<file path="config.mk">
export PLATFORM = sky130hd
export DESIGN_NAME = knn_binary_classifier_core_flat
export DESIGN_NICKNAME = d
export VERILOG_FILES = /design/src/design/knnbc_pkg.sv /design/src/design/knnbc_in_if.sv /design/src/design/knnbc_out_if.sv /design/src/design/knnbc_point_mem.sv /design/src/design/knnbc_dist.sv /design/src/design/knnbc_best_list.sv /design/src/design/knn_binary_classifier_core.sv /design/src/flat_wrapper.sv
export SDC_FILE = /design/constraint.sdc
export NUM_CORES = 2
export LEC_CHECK = 0
export ABC_AREA = 1
export BUFFER_PORTS_ARGS = -buffer_cell sky130_fd_sc_hd__buf_2
export CORE_MARGIN = 3
export CORE_UTILIZATION = 50
export CTS_BUF_LIST = sky130_fd_sc_hd__clkbuf_8
export DETAILED_ROUTE_END_ITERATION = 16
export MAX_ROUTING_LAYER = met4
export PLACE_DENSITY = 0.65
export SLEW_MARGIN = 20
export SYNTH_ARGS = -nofsm -noshare
export SYNTH_HDL_FRONTEND = slang
export SYNTH_HIERARCHICAL = 1
export SYNTH_SLANG_ARGS = --single-unit
</file>
<file path="constraint.sdc">
create_clock -name clk -period 5.3 [get_ports clk]
set_input_delay 0.53 -clock clk [delete_from_list [all_inputs] [get_ports clk]]
set_output_delay 0.53 -clock clk [all_outputs]
set_load 0.1 [all_outputs]
</file>
<file path="src/design/knnbc_pkg.sv">
package knnbc_pkg;

  // Command codes carried by an input beat
  localparam int CMD_W = 2;
  localparam logic [CMD_W-1:0] CMD_LOAD     = 2'd0;
  localparam logic [CMD_W-1:0] CMD_CLASSIFY = 2'd1;
  localparam logic [CMD_W-1:0] CMD_CLEAR    = 2'd2;

  // Result vote fields
  localparam int VOTE_W = 4;

  // Configuration register map
  localparam int CFG_DATA_W = 32;
  localparam int CFG_ADDR_W = 3;
  localparam int KCFG_W = 4;
  localparam logic [KCFG_W-1:0] KCFG_RESET = 4'd3;
  localparam logic REG_NEIGHBOUR_COUNT = 1'b0;

  // Status of the distance pipeline as seen by the sequencer and the list
  typedef struct packed {
    logic busy;
    logic valid;
    logic label;
  } dist_stat_t;

endpackage

</file>
<file path="src/design/knnbc_in_if.sv">
interface knnbc_in_if
  import knnbc_pkg::*;
#(
  parameter int COORD_WIDTH = 16
) ();
  logic                          valid;
  logic                          ready;
  logic [CMD_W-1:0]              command;
  logic signed [COORD_WIDTH-1:0] coord_x;
  logic signed [COORD_WIDTH-1:0] coord_y;
  logic                          label;

  modport source (output valid, output command, output coord_x, output coord_y,
                  output label, input ready);
  modport sink   (input valid, input command, input coord_x, input coord_y,
                  input label, output ready);
endinterface

</file>
<file path="src/design/knnbc_out_if.sv">
interface knnbc_out_if
  import knnbc_pkg::*;
();
  logic              valid;
  logic              ready;
  logic              predicted_class;
  logic [VOTE_W-1:0] votes_zero;
  logic [VOTE_W-1:0] votes_one;
  logic              k_clamped;

  modport source (output valid, output predicted_class, output votes_zero,
                  output votes_one, output k_clamped, input ready);
  modport sink   (input valid, input predicted_class, input votes_zero,
                  input votes_one, input k_clamped, output ready);
endinterface

</file>
<file path="src/design/knnbc_point_mem.sv">
module knnbc_point_mem
  import knnbc_pkg::*;
#(
  parameter int DATA_W = 33,
  parameter int DEPTH  = 64,
  parameter int AW     = 6
) (
  input  logic              clk,
  input  logic              rst_n,
  input  logic              wr_en,
  input  logic [AW-1:0]     wr_addr,
  input  logic [DATA_W-1:0] wr_data,
  input  logic              rd_en,
  input  logic [AW-1:0]     rd_addr,
  output logic [DATA_W-1:0] rd_data,
  output logic              rd_valid
);

  logic [DATA_W-1:0] store_mem [DEPTH];
  logic [DATA_W-1:0] rd_data_r;
  logic              rd_valid_r;

  // Write one point per load beat
  always_ff @(posedge clk) begin
    if (wr_en) begin
      store_mem[wr_addr] <= wr_data;
    end
  end

  // Registered read port
  always_ff @(posedge clk) begin
    if (rd_en) begin
      rd_data_r <= store_mem[rd_addr];
    end
  end

  // Track which cycles carry read data
  always_ff @(posedge clk) begin
    if (!rst_n) begin
      rd_valid_r <= 1'b0;
    end else begin
      rd_valid_r <= rd_en;
    end
  end

  assign rd_data  = rd_data_r;
  assign rd_valid = rd_valid_r;

endmodule

</file>
<file path="src/design/knnbc_dist.sv">
module knnbc_dist
  import knnbc_pkg::*;
#(
  parameter int CW     = 16,
  parameter int DIST_W = 33
) (
  input  logic          clk,
  input  logic          rst_n,
  input  logic          pt_valid,
  input  logic [CW-1:0] pt_x,
  input  logic [CW-1:0] pt_y,
  input  logic          pt_label,
  input  logic [CW-1:0] q_x,
  input  logic [CW-1:0] q_y,
  output logic [DIST_W-1:0] sq_dist,
  output dist_stat_t    stat
);

  localparam int SQ_W  = 2 * CW;
  localparam int SUM_W = SQ_W + 1;

  logic [CW:0]       dx, dy, ndx, ndy;
  logic [CW-1:0]     ax, ay;
  logic [SQ_W-1:0]   sqx, sqy;
  logic [SUM_W-1:0]  sum;
  logic [DIST_W-1:0] dsat;

  logic              v1_r, v2_r, v3_r;
  logic              l1_r, l2_r, l3_r;
  logic [CW-1:0]     ax_r, ay_r;
  logic [SQ_W-1:0]   sqx_r, sqy_r;
  logic [DIST_W-1:0] d_r;

  // Absolute coordinate differences, which always fit CW bits
  always_comb begin
    dx  = {pt_x[CW-1], pt_x} - {q_x[CW-1], q_x};
    dy  = {pt_y[CW-1], pt_y} - {q_y[CW-1], q_y};
    ndx = '0 - dx;
    ndy = '0 - dy;
    ax  = dx[CW] ? ndx[CW-1:0] : dx[CW-1:0];
    ay  = dy[CW] ? ndy[CW-1:0] : dy[CW-1:0];
  end

  assign sqx = ax_r * ax_r;
  assign sqy = ay_r * ay_r;
  assign sum = SUM_W'(sqx_r) + SUM_W'(sqy_r);

  // Saturate the sum only when it can outgrow the distance word
  generate
    if (SUM_W > DIST_W) begin : g_sat
      assign dsat = (|sum[SUM_W-1:DIST_W]) ? '1 : sum[DIST_W-1:0];
    end else begin : g_nosat
      assign dsat = DIST_W'(sum);
    end
  endgenerate

  // Stage payloads
  always_ff @(posedge clk) begin
    ax_r  <= ax;
    ay_r  <= ay;
    l1_r  <= pt_label;
    sqx_r <= sqx;
    sqy_r <= sqy;
    l2_r  <= l1_r;
    d_r   <= dsat;
    l3_r  <= l2_r;
  end

  // Stage valids
  always_ff @(posedge clk) begin
    if (!rst_n) begin
      v1_r <= 1'b0;
      v2_r <= 1'b0;
      v3_r <= 1'b0;
    end else begin
      v1_r <= pt_valid;
      v2_r <= v1_r;
      v3_r <= v2_r;
    end
  end

  assign sq_dist    = d_r;
  assign stat.busy  = v1_r | v2_r | v3_r;
  assign stat.valid = v3_r;
  assign stat.label = l3_r;

endmodule

</file>
<file path="src/design/knnbc_best_list.sv">
module knnbc_best_list
  import knnbc_pkg::*;
#(
  parameter int MAX_K  = 15,
  parameter int DIST_W = 33,
  parameter int KW     = 4
) (
  input  logic              clk,
  input  logic              rst_n,
  input  logic              clear,
  input  logic [KW-1:0]     k_eff,
  input  logic [DIST_W-1:0] ins_dist,
  input  dist_stat_t        ins_stat,
  output logic [KW-1:0]     votes_zero,
  output logic [KW-1:0]     votes_one
);

  localparam int KIW = (MAX_K > 1) ? $clog2(MAX_K) : 1;

  logic [DIST_W-1:0] dist_r   [MAX_K];
  logic [DIST_W-1:0] dist_nxt [MAX_K];
  logic [DIST_W-1:0] sh_dist  [MAX_K];
  logic [MAX_K-1:0]  lab_r, lab_nxt, sh_lab;
  logic [MAX_K-1:0]  vld_r, vld_nxt, sh_vld;
  logic [MAX_K-1:0]  le;
  logic [MAX_K:0]    le_ext;
  logic [KW-1:0]     z_r, o_r, z_nxt, o_nxt;
  logic [KW-1:0]     k_last;
  logic [KIW-1:0]    kidx;
  logic              ins_ok, evict, ev_lab, do_ins;

  // Compare against every kept entry, then shift the tail down by one
  always_comb begin
    for (int j = 0; j < MAX_K; j++) begin
      le[j] = vld_r[j] && (dist_r[j] <= ins_dist);
    end
    le_ext = {le, 1'b1};
    sh_dist[0] = ins_dist;
    sh_lab[0]  = ins_stat.label;
    sh_vld[0]  = 1'b1;
    for (int j = 1; j < MAX_K; j++) begin
      sh_dist[j] = dist_r[j-1];
      sh_lab[j]  = lab_r[j-1];
      sh_vld[j]  = vld_r[j-1];
    end

    k_last = k_eff - KW'(1);
    kidx   = k_last[KIW-1:0];
    ins_ok = (k_eff != '0) && !le[kidx];
    evict  = ins_ok && vld_r[kidx];
    ev_lab = lab_r[kidx];
    do_ins = ins_stat.valid && ins_ok;

    for (int j = 0; j < MAX_K; j++) begin
      dist_nxt[j] = dist_r[j];
      lab_nxt[j]  = lab_r[j];
      vld_nxt[j]  = vld_r[j];
      if (do_ins && (j < int'(k_eff)) && !le[j]) begin
        if (le_ext[j]) begin
          dist_nxt[j] = ins_dist;
          lab_nxt[j]  = ins_stat.label;
          vld_nxt[j]  = 1'b1;
        end else begin
          dist_nxt[j] = sh_dist[j];
          lab_nxt[j]  = sh_lab[j];
          vld_nxt[j]  = sh_vld[j];
        end
      end
    end

    // Keep running vote counts: add the newcomer, drop the evicted entry
    z_nxt = z_r;
    o_nxt = o_r;
    if (do_ins) begin
      z_nxt = z_r + KW'(!ins_stat.label) - KW'(evict && !ev_lab);
      o_nxt = o_r + KW'(ins_stat.label) - KW'(evict && ev_lab);
    end
  end

  always_ff @(posedge clk) begin
    dist_r <= dist_nxt;
    lab_r  <= lab_nxt;
  end

  always_ff @(posedge clk) begin
    if (!rst_n || clear) begin
      vld_r <= '0;
      z_r   <= '0;
      o_r   <= '0;
    end else begin
      vld_r <= vld_nxt;
      z_r   <= z_nxt;
      o_r   <= o_nxt;
    end
  end

  assign votes_zero = z_r;
  assign votes_one  = o_r;

endmodule

</file>
<file path="src/design/knn_binary_classifier_core.sv">
// k-nearest-neighbor classifier over signed Q8.8 2-D points. A load beat
// stores one labelled point in the next free entry of a two-port point
// memory (ignored once MAX_POINTS are stored) and a clear beat empties it. A
// classify beat sweeps the memory one point per cycle through a three-stage
// squared-distance pipeline into a sorted list of the k closest points (ties
// keep the earlier load), with vote counts kept as points enter and leave the
// list. The length of a query is set by the one read per cycle of the point
// memory, plus any wait for the result register to drain; with an empty store
// the sweep is skipped. Further beats are taken again once the result is
// registered; a load or clear can be taken while a result still waits. k
// comes from the neighbour_count register, saturates at MAX_K and is clamped
// to the stored count, which raises k_clamped. Class 0 is reported only on a
// strict majority of 0 votes. The store has no reset; the point count does.
module knn_binary_classifier_core
  import knnbc_pkg::*;
#(
  parameter int MAX_POINTS  = 64,
  parameter int MAX_K       = 15,
  parameter int COORD_WIDTH = 16
) (
  input  logic                  clk,
  input  logic                  rst_n,
  knnbc_in_if.sink              in_beat,
  knnbc_out_if.source           out_beat,
  input  logic                  psel,
  input  logic                  penable,
  input  logic                  pwrite,
  input  logic [CFG_ADDR_W-1:0] paddr,
  input  logic [CFG_DATA_W-1:0] pwdata,
  output logic [CFG_DATA_W-1:0] prdata,
  output logic                  pready
);

  localparam int CW     = COORD_WIDTH;
  localparam int AW     = (MAX_POINTS > 1) ? $clog2(MAX_POINTS) : 1;
  localparam int PW     = $clog2(MAX_POINTS + 1);
  localparam int KW     = $clog2(MAX_K + 1);
  localparam int SUM_W  = 2 * CW + 1;
  localparam int DIST_W = (SUM_W > 64) ? 64 : SUM_W;
  localparam int MEM_W  = 2 * CW + 1;

  typedef enum logic [1:0] {S_IDLE, S_SWEEP, S_DRAIN, S_RESULT} state_t;

  state_t              state_r;
  logic [PW-1:0]       count_r;
  logic [AW-1:0]       addr_r;
  logic [CW-1:0]       qx_r, qy_r;
  logic [KW-1:0]       k_eff_r;
  logic                clamped_r;
  logic [KCFG_W-1:0]   k_cfg_r;
  logic                out_valid_r, pred_r, kc_r;
  logic [VOTE_W-1:0]   vz_r, vo_r;

  logic                in_acc, full, last_addr, out_free, cfg_wr;
  logic [KW-1:0]       k_sat, k_eff;
  logic                clamp;
  logic                wr_en, rd_en, rd_valid;
  logic [MEM_W-1:0]    wr_data, rd_data;
  logic [DIST_W-1:0]   sq_dist;
  dist_stat_t          dstat;
  logic [KW-1:0]       votes_zero, votes_one;

  assign in_acc    = in_beat.valid && in_beat.ready;
  assign full      = int'(count_r) >= MAX_POINTS;
  assign last_addr = PW'(addr_r) == (count_r - PW'(1));
  assign out_free  = !out_valid_r || out_beat.ready;
  assign cfg_wr    = psel && penable && pwrite && pready;

  // Effective k: saturate at MAX_K, then clamp to the stored count
  always_comb begin
    if (int'(k_cfg_r) > MAX_K) begin
      k_sat = KW'(MAX_K);
    end else begin
      k_sat = KW'(k_cfg_r);
    end
    if (int'(k_sat) > int'(count_r)) begin
      k_eff = KW'(count_r);
      clamp = 1'b1;
    end else begin
      k_eff = k_sat;
      clamp = 1'b0;
    end
  end

  assign wr_en   = in_acc && (in_beat.command == CMD_LOAD) && !full;
  assign wr_data = {in_beat.label, in_beat.coord_y, in_beat.coord_x};
  assign rd_en   = (state_r == S_SWEEP);

  // Sequencer, counters and result register
  always_ff @(posedge clk) begin
    if (!rst_n) begin
      state_r     <= S_IDLE;
      count_r     <= '0;
      addr_r      <= '0;
      out_valid_r <= 1'b0;
    end else begin
      // Raise the result beat when it is registered, drop it once taken
      if ((state_r == S_RESULT) && out_free) begin
        out_valid_r <= 1'b1;
      end else if (out_beat.ready) begin
        out_valid_r <= 1'b0;
      end
      unique case (state_r)
        S_IDLE: begin
          if (in_acc) begin
            unique case (in_beat.command)
              CMD_LOAD: begin
                if (!full) begin
                  count_r <= count_r + PW'(1);
                end
              end
              CMD_CLEAR: begin
                count_r <= '0;
              end
              CMD_CLASSIFY: begin
                qx_r      <= in_beat.coord_x;
                qy_r      <= in_beat.coord_y;
                k_eff_r   <= k_eff;
                clamped_r <= clamp;
                addr_r    <= '0;
                state_r   <= (count_r == '0) ? S_DRAIN : S_SWEEP;
              end
              default: begin
              end
            endcase
          end
        end
        S_SWEEP: begin
          addr_r <= addr_r + AW'(1);
          if (last_addr) begin
            state_r <= S_DRAIN;
          end
        end
        S_DRAIN: begin
          if (!rd_valid && !dstat.busy) begin
            state_r <= S_RESULT;
          end
        end
        S_RESULT: begin
          if (out_free) begin
            pred_r      <= !(votes_zero > votes_one);
            vz_r        <= VOTE_W'(votes_zero);
            vo_r        <= VOTE_W'(votes_one);
            kc_r        <= clamped_r;
            state_r     <= S_IDLE;
          end
        end
        default: state_r <= S_IDLE;
      endcase
    end
  end

  // Configuration register
  always_ff @(posedge clk) begin
    if (!rst_n) begin
      k_cfg_r <= KCFG_RESET;
    end else if (cfg_wr && (paddr[2] == REG_NEIGHBOUR_COUNT)) begin
      k_cfg_r <= pwdata[KCFG_W-1:0];
    end
  end

  assign pready = 1'b1;
  assign prdata = (paddr[2] == REG_NEIGHBOUR_COUNT) ? CFG_DATA_W'(k_cfg_r) : '0;

  assign in_beat.ready            = (state_r == S_IDLE);
  assign out_beat.valid           = out_valid_r;
  assign out_beat.predicted_class = pred_r;
  assign out_beat.votes_zero      = vz_r;
  assign out_beat.votes_one       = vo_r;
  assign out_beat.k_clamped       = kc_r;

  knnbc_point_mem #(
    .DATA_W (MEM_W),
    .DEPTH  (MAX_POINTS),
    .AW     (AW)
  ) u_mem (
    .clk      (clk),
    .rst_n    (rst_n),
    .wr_en    (wr_en),
    .wr_addr  (count_r[AW-1:0]),
    .wr_data  (wr_data),
    .rd_en    (rd_en),
    .rd_addr  (addr_r),
    .rd_data  (rd_data),
    .rd_valid (rd_valid)
  );

  knnbc_dist #(
    .CW     (CW),
    .DIST_W (DIST_W)
  ) u_dist (
    .clk      (clk),
    .rst_n    (rst_n),
    .pt_valid (rd_valid),
    .pt_x     (rd_data[CW-1:0]),
    .pt_y     (rd_data[2*CW-1:CW]),
    .pt_label (rd_data[2*CW]),
    .q_x      (qx_r),
    .q_y      (qy_r),
    .sq_dist  (sq_dist),
    .stat     (dstat)
  );

  knnbc_best_list #(
    .MAX_K  (MAX_K),
    .DIST_W (DIST_W),
    .KW     (KW)
  ) u_list (
    .clk        (clk),
    .rst_n      (rst_n),
    .clear      (in_acc && (in_beat.command == CMD_CLASSIFY)),
    .k_eff      (k_eff_r),
    .ins_dist   (sq_dist),
    .ins_stat   (dstat),
    .votes_zero (votes_zero),
    .votes_one  (votes_one)
  );

endmodule

</file>
<file path="src/flat_wrapper.sv">
// flat-port wrapper written by rule: the top's interface ports become plain ports
module knn_binary_classifier_core_flat import knnbc_pkg::*;
#(
  parameter int MAX_POINTS  = 64,
  parameter int MAX_K       = 15,
  parameter int COORD_WIDTH = 16
)
  (clk, rst_n, psel, penable, pwrite, paddr, pwdata, prdata, pready, in_beat_valid, in_beat_command, in_beat_coord_x, in_beat_coord_y, in_beat_label, in_beat_ready, out_beat_valid, out_beat_predicted_class, out_beat_votes_zero, out_beat_votes_one, out_beat_k_clamped, out_beat_ready);
  knnbc_in_if #(.COORD_WIDTH(COORD_WIDTH)) in_beat_i ();
  knnbc_out_if out_beat_i ();
  input  logic clk;
  input  logic rst_n;
  input  logic psel;
  input  logic penable;
  input  logic pwrite;
  input  logic [CFG_ADDR_W-1:0] paddr;
  input  logic [CFG_DATA_W-1:0] pwdata;
  output logic [CFG_DATA_W-1:0] prdata;
  output logic pready;
  input wire logic [$bits(in_beat_i.valid)-1:0] in_beat_valid;
  input wire logic [$bits(in_beat_i.command)-1:0] in_beat_command;
  input wire logic [$bits(in_beat_i.coord_x)-1:0] in_beat_coord_x;
  input wire logic [$bits(in_beat_i.coord_y)-1:0] in_beat_coord_y;
  input wire logic [$bits(in_beat_i.label)-1:0] in_beat_label;
  output wire logic [$bits(in_beat_i.ready)-1:0] in_beat_ready;
  output wire logic [$bits(out_beat_i.valid)-1:0] out_beat_valid;
  output wire logic [$bits(out_beat_i.predicted_class)-1:0] out_beat_predicted_class;
  output wire logic [$bits(out_beat_i.votes_zero)-1:0] out_beat_votes_zero;
  output wire logic [$bits(out_beat_i.votes_one)-1:0] out_beat_votes_one;
  output wire logic [$bits(out_beat_i.k_clamped)-1:0] out_beat_k_clamped;
  input wire logic [$bits(out_beat_i.ready)-1:0] out_beat_ready;
  assign in_beat_i.valid = in_beat_valid;
  assign in_beat_i.command = in_beat_command;
  assign in_beat_i.coord_x = in_beat_coord_x;
  assign in_beat_i.coord_y = in_beat_coord_y;
  assign in_beat_i.label = in_beat_label;
  assign in_beat_ready = in_beat_i.ready;
  assign out_beat_valid = out_beat_i.valid;
  assign out_beat_predicted_class = out_beat_i.predicted_class;
  assign out_beat_votes_zero = out_beat_i.votes_zero;
  assign out_beat_votes_one = out_beat_i.votes_one;
  assign out_beat_k_clamped = out_beat_i.k_clamped;
  assign out_beat_i.ready = out_beat_ready;
  knn_binary_classifier_core #(.MAX_POINTS(MAX_POINTS), .MAX_K(MAX_K), .COORD_WIDTH(COORD_WIDTH)) u_core (.clk(clk), .rst_n(rst_n), .in_beat(in_beat_i), .out_beat(out_beat_i), .psel(psel), .penable(penable), .pwrite(pwrite), .paddr(paddr), .pwdata(pwdata), .prdata(prdata), .pready(pready));
endmodule
</file>
### After elaboration in Yosys (flattened, before gate mapping)

Memories as Yosys holds them, arrays and structs flattened. A register that Yosys moved wholly into a read port is not among the register bits.
Cells that the tools add are included.

| word-level totals | value |
|---|---|
| memories kept | 1 |
| RAM bits | 2112 |
| output and inout port bits | 45 |
| input bits | 77 |
| word-level logic and storage cells | 303 |
| register bits after elaboration | 736 |

Memories:

| name | depth | width | read ports | clocked after memory_dff | write ports | RTL line | RTL |
|---|---|---|---|---|---|---|---|
| u_core.u_mem.store_mem | 64 | 33 | 1 | 1 | 1 | knnbc_point_mem.sv:19 | `logic [DATA_W-1:0] store_mem [DEPTH];` |

| operators by class | value |
|---|---|
| bitwise logic cells | 3 |
| $add $sub $neg | 13 |
| equality and inequality tests | 12 |
| $lt $le $gt $ge | 34 |
| multiply operators | 2 |
| reductions and logical operators | 97 |
| mux-type cells | 69 |

Operators by type and width:

| operator | count |
|---|---|
| less-or-equal comparator 33 bit | 15 |
| 2-to-1 mux 33 bit | 14 |
| multiplier 16 x 16 -> 32 bit | 2 |
| logical AND 1 bit | 59 |
| 2-to-1 mux 1 bit | 36 |
| subtractor 16 x 16 -> 17 bit | 2 |
| adder 32 x 32 -> 33 bit | 1 |
| 2-to-1 mux 16 bit | 2 |
| subtractor 1 x 16 -> 16 bit (first input constant) | 2 |
| < comparator 4 bit (first input constant) | 7 |
| logical NOT 1 bit | 24 |
| < comparator 3 x 4 -> 1 bit (first input constant) | 4 |
| case mux 7 bit (2 select lines) | 1 |
| binary-select mux 1 bit (select 4 bit) | 3 |
| 2-to-1 mux 2 bit | 6 |
| 2-to-1 mux 6 bit | 2 |
| case mux 6 bit (2 select lines) | 1 |
| adder 4 x 1 -> 4 bit | 2 |
| < comparator 1 x 4 -> 1 bit (first input constant) | 2 |
| < comparator 2 x 4 -> 1 bit (first input constant) | 2 |
| 2-to-1 mux 4 bit | 2 |
| case mux 2 bit (4 select lines) | 1 |
| AND reduction 4 bit | 2 |
| subtractor 4 x 1 -> 4 bit | 2 |
| 23 further kinds | 36 |

### Longest topological paths before layout

| logic depth | value |
|---|---|
| depth in word-level cells | 9 |
| gate-level depth with buffers | 34 |
| mapped depth without buffers | 32 |

### Modules after synthesis

The synthesis kept the hierarchy.

By module, submodules not included:

| module | area each (um2) | seq. area each (um2) | cells an instance | instances |
|---|---|---|---|---|
| knnbc_point_mem | 86113.8 | 64431.8 | 6999 | 1 |
| knnbc_best_list | 34161.5 | 15775.1 | 3806 | 1 |
| knnbc_dist | 22442.8 | 2662.6 | 2963 | 1 |
| knn_binary_classifier_core | 3209.3 | 1811.7 | 320 | 1 |

### Worst setup path before layout

No wires, ideal clock.

| timing path | value |
|---|---|
| kind | flip-flop to flip-flop |
| start point | register u_core.u_dist.ax_r[4] |
| end point | register u_core.u_dist.sqx_r[28] |
| arrival | 5.469 ns |
| path slack | -0.240 ns |
| cell stages (with the launch flop) | 23 |
| path buffers | 2 |
| setup time | 0.072 ns |
| data required time | 5.228 ns |
| period minus slack after synthesis | 5.540 ns |
| cell sequence | dfxtp_1 > clkbuf_1 > clkbuf_1 > nand2_1 > fa_1 > inv_1 > fa_1 > fa_1 > fa_1 > fa_1 > inv_1 > fa_1 > inv_1 > ha_1 > nand2_1 > nor2_1 > inv_1 > nor3_1 > nand3_1 > nand3_1 > nand3_1 > nand2_1 > xor2_1 |

| on the way | value |
|---|---|
| cells in the longest elaborated chain, start to end | 1 |

Ends and longest elaborated chain:

| element | RTL line | RTL |
|---|---|---|
| start: declaration | knnbc_dist.sv:30 | `logic [CW-1:0] ax_r, ay_r;` |
| start signal: assignment | knnbc_dist.sv:59 | `ax_r <= ax;` |
| multiplier 16 x 16 -> 32 bit | knnbc_dist.sv:44 | `assign sqx = ax_r * ax_r;` |
| via u_core.u_dist.sqx[28] | knnbc_dist.sv:24 | `logic [SQ_W-1:0] sqx, sqy;` |
| end signal: assignment | knnbc_dist.sv:62 | `sqx_r <= sqx;` |
| end: declaration | knnbc_dist.sv:31 | `logic [SQ_W-1:0] sqx_r, sqy_r;` |

The timed path passes the listed nets, and every way through them passes these cells.
A chain may end at the register's enable or synchronous reset.

### Final worst setup path

| timing path | value |
|---|---|
| start point | register u_core.u_dist.ax_r[5] |
| end point | register u_core.u_dist.sqx_r[20] |

Same word-level chain as after synthesis.

==> impl_metrics.env <==
export IMPL_holdPathEnd="u_core/u_mem/store_mem[27][4]"
export IMPL_final_common_cell="sky130_fd_sc_hd__nand2_1"
export IMPL_timing_worst_slew_pin_value_ps=1093
export IMPL_setup_worst_path_end_class="register"
export IMPL_synthesis_area_um2=145900
export IMPL_std_cell_rows=197
export IMPL_post_synth_cell_area_avg_um2=10.36
export IMPL_whs_path_depth=2
export IMPL_area_of_the_multi_input_gates_um2=55230
export IMPL_grt_overflow_total=0
export IMPL_worstRegToRegCells=23
export IMPL_critical_path_required_time_ps=6270
export IMPL_remaining_drc_errors=0
export IMPL_hold_ws_ps=85.88
export IMPL_fin_skew_ps=88.50
export IMPL_pin_count_of_the_biggest_net_entering_global_routing=167
export IMPL_worstSetupStartpointType="register"
export IMPL_rr_endpoint="u_core/u_dist/sqx_r[20]"
export IMPL_clk_latency_ps=1130
export IMPL_number_of_antenna_violations_at_the_first_check_in_global_routing=22
export IMPL_cts_root_buffer="sky130_fd_sc_hd__clkbuf_8"
export IMPL_synthCells=14090
export IMPL_htree_num_levels=5
export IMPL_grt_util_all_layers_pct=27.31
export IMPL_final_layout_size_suffix_gt1_share_pct=11.38
export IMPL_dpl_hpwl_um=255700
export IMPL_vias=104100
export IMPL_drt_pass1_iter_count=6
export IMPL_grt_pass1_wl_um=609200
export IMPL_worst_setup_hold_path_clk_slew_ps=70
export IMPL_syn_to_final_growth_pct=11.98
export IMPL_timing_slew_headroom_pct=26.98
export IMPL_hold_class="in -> reg"
export IMPL_route_final_wire_length_um=405400
export IMPL_fmax_mhz=189.3
export IMPL_total_number_of_nets_in_the_final_design=15710
export IMPL_highest_routed_metal_layer="met4"
export IMPL_tritoncts="done"
export IMPL_cts_max_path_buffers=4
export IMPL_finalHoldViolations=0
export IMPL_met1_length_um=159600
export IMPL_crit_path_start="u_core/u_dist/ax_r[5]"
export IMPL_timing_final_setup_violations=0
export IMPL_numCtsBuffers=464
export IMPL_seq_area_frac_synth_pct=58.03
export IMPL_status="finished, final reports clean"
export IMPL_met2WireLength_um=196600
export IMPL_regToRegStartpoint="u_core/u_dist/ax_r[5]"
export IMPL_wl_met3_um=27800
export IMPL_die_x_um=546.2
export IMPL_port_buffers=62
export IMPL_critPathKind="reg -> reg"
export IMPL_layout_fillers=24650
export IMPL_drt_iter0_drc=9424
export IMPL_worst_r2r_setup_slack_ps=20
export IMPL_critical_path_peak_fanout=4
export IMPL_fp_dieH_um=546.2
export IMPL_gpl_final_weighted_congestion=0.9374
export IMPL_hold_wc_startpoint="in_beat_coord_x[4]"
export IMPL_drtAntennaViolNets=0
export IMPL_die_area_um2=298400
export IMPL_grt_setup_unrepaired="yes"
export IMPL_finalCritPeriodShare_pct=99.69
export IMPL_maxCapViolations=0
export IMPL_ios=122
export IMPL_mostFrequentLayoutCells="4131 x sky130_fd_sc_hd__nand2_1, 2702 x sky130_fd_sc_hd__edfxtp_1, 2107 x sky130_fd_sc_hd__nand3_1, 1205 x sky130_fd_sc_hd__inv_1, 753 x sky130_fd_sc_hd__ha_1"
export IMPL_period_needed_ps=5283
export IMPL_finalMaxSlewViolations=0
export IMPL_detail_route_vias_per_cell=5.533
export IMPL_fin_tns_setup_ps=0
export IMPL_synth_cell_type_count=64
export IMPL_first_global_vias=100300
export IMPL_postLayoutSetupSlackWorst_ps=16.60
export IMPL_synth_yosys_warnings=6
export IMPL_post_drt_wl_per_cell_um=21.55
export IMPL_initial_utilization_pct=50.47
export IMPL_final_seq_area_um2=84790
export IMPL_preCtsSetupSlack_ps=-283.8
export IMPL_placeableCoreArea_um2=289100
export IMPL_cp_data_arrival_time_ps=6250
export IMPL_flop_and_latch_count_out_of_synthesis=2879
export IMPL_cts_sinks=2879
[what timing repair did]
action                     in CTS  in global routing
hold buffers                   22                  8
cloned                          0                  3
setup buffers                   2                 37
pin swaps                      20                183
gates resized for setup        90                361
hold endpoints to repair      100                434
setup endpoints to repair      36                 43
[sequential cells by signal (all words and copies together), names as in the netlist, 31 cells and up]
signal / count
u_core/u_mem/store_mem: 2112
u_core/u_list/dist_r: 495
u_core/u_dist/sq_dist: 33
u_core/u_mem/rd_data: 33
u_core/u_dist/sqx_r: 31
u_core/u_dist/sqy_r: 31
[per-stage QoR]
step	cells	util, %	cell area, µm²
2_1_floorplan	14120	-	146100
3_3_place_gp	17860	52.76	152500
3_5_place_dp	17860	52.76	152500
4_1_cts	18730	55.90	161600
5_1_grt	18810	56.52	163400
6_report	18820	56.52	163400
[area by class of cell]
type | instances | share of cell area (%)
Antenna cell | 44 | 0.06738
Clock buffer | 486 | 4.093
Clock inverter | 355 | 1.101
Inverter | 1121 | 2.594
Multi-Input combinational cell | 9413 | 33.80
Sequential cell | 2879 | 51.89
Tap cell | 3880 | 2.971
Timing Repair Buffer | 637 | 3.485
[logic make-up after synthesis]
kind of cell	share of synthesized area [%]
DFF	58.03
buffers and inverters	5.481
xor gates and xnor gates	0.7923
muxes	0.01543
other	0.005146
and+or+nand+nor	20.47
AOI/OAI and AO/OA	3.909
adders and majority gates	11.30
[critical path, stage by stage, from the launching register on]
cell and delay (ps):
sky130_fd_sc_hd__dfxtp_4 370, sky130_fd_sc_hd__clkbuf_16 160, sky130_fd_sc_hd__buf_12 120, sky130_fd_sc_hd__nand2_4 50, sky130_fd_sc_hd__inv_2 30, sky130_fd_sc_hd__fa_1 540, sky130_fd_sc_hd__inv_2 40, sky130_fd_sc_hd__fa_1 490
sky130_fd_sc_hd__inv_2 40, sky130_fd_sc_hd__fa_2 340, sky130_fd_sc_hd__fa_1 490, sky130_fd_sc_hd__fa_1 560, sky130_fd_sc_hd__inv_2 40, sky130_fd_sc_hd__fa_1 540, sky130_fd_sc_hd__inv_2 50, sky130_fd_sc_hd__ha_4 260
sky130_fd_sc_hd__a21o_1 220, sky130_fd_sc_hd__a21oi_2 180, sky130_fd_sc_hd__o21bai_1 70, sky130_fd_sc_hd__inv_1 90, sky130_fd_sc_hd__nand3_4 110, sky130_fd_sc_hd__buf_4 150, sky130_fd_sc_hd__buf_6 100, sky130_fd_sc_hd__xor2_1 120
[worst max path at each step]
stage	depth (start not counted)	endpoint	slack [ps]
6_report	23	u_core/u_dist/sqx_r[20]	20
5_1_grt	23	u_core/u_dist/sqy_r[30]	-170
4_1_cts	23	u_core/u_dist/sqx_r[31]	-4
3_5_place_dp	18	u_core/u_dist/sqx_r[23]	-280
3_3_place_gp	19	u_core/u_dist/sqy_r[30]	-280
2_1_floorplan	20	u_core/u_dist/sqy_r[25]	0.3
[cells in the mapped netlist (all sizes together)]
cell type | n | share of area [%]
a211oi | 7 | 0.036
a21boi | 2 | 0.010
a21o | 34 | 0.17
a21oi | 360 | 1.2
a221oi | 6 | 0.036
a311oi | 1 | 0.0060
a31o | 2 | 0.012
a31oi | 8 | 0.034
a41oi | 1 | 0.0060
and2 | 5 | 0.021
and2b | 1 | 0.0051
and3 | 2 | 0.0086
buf | 411 | 1.8
clkbuf | 291 | 0.75
clkinv | 1 | 0.0026
conb | 2 | 0.0051
dfxtp | 177 | 2.4
edfxtp | 2702 | 56
fa | 332 | 4.6
ha | 787 | 6.7
inv | 1120 | 2.9
mux2 | 2 | 0.015
nand2 | 4247 | 11
nand3 | 2135 | 7.4
nand3b | 9 | 0.046
nand4 | 78 | 0.38
nor2 | 487 | 1.3
nor3 | 55 | 0.20
nor3b | 7 | 0.043
nor4 | 19 | 0.086
nor4b | 2 | 0.012
o2111ai | 1 | 0.0060
o211ai | 6 | 0.034
o21a | 19 | 0.098
o21ai | 614 | 2.1
o21bai | 19 | 0.098
o31a | 2 | 0.012
or2 | 4 | 0.017
or3 | 1 | 0.0043
xnor2 | 45 | 0.27
xor2 | 84 | 0.52
[layer usage]
metal	track usage, %	up-vias
li1	-	48970
met1	33.64	50250
met2	44.55	3935
met3	3.982	942
met4	12.89	0
met5	-	-
Power is left out: the tool's default activity adds up to more than one toggle a clock period on the data nets, which glitch-free logic cannot reach.
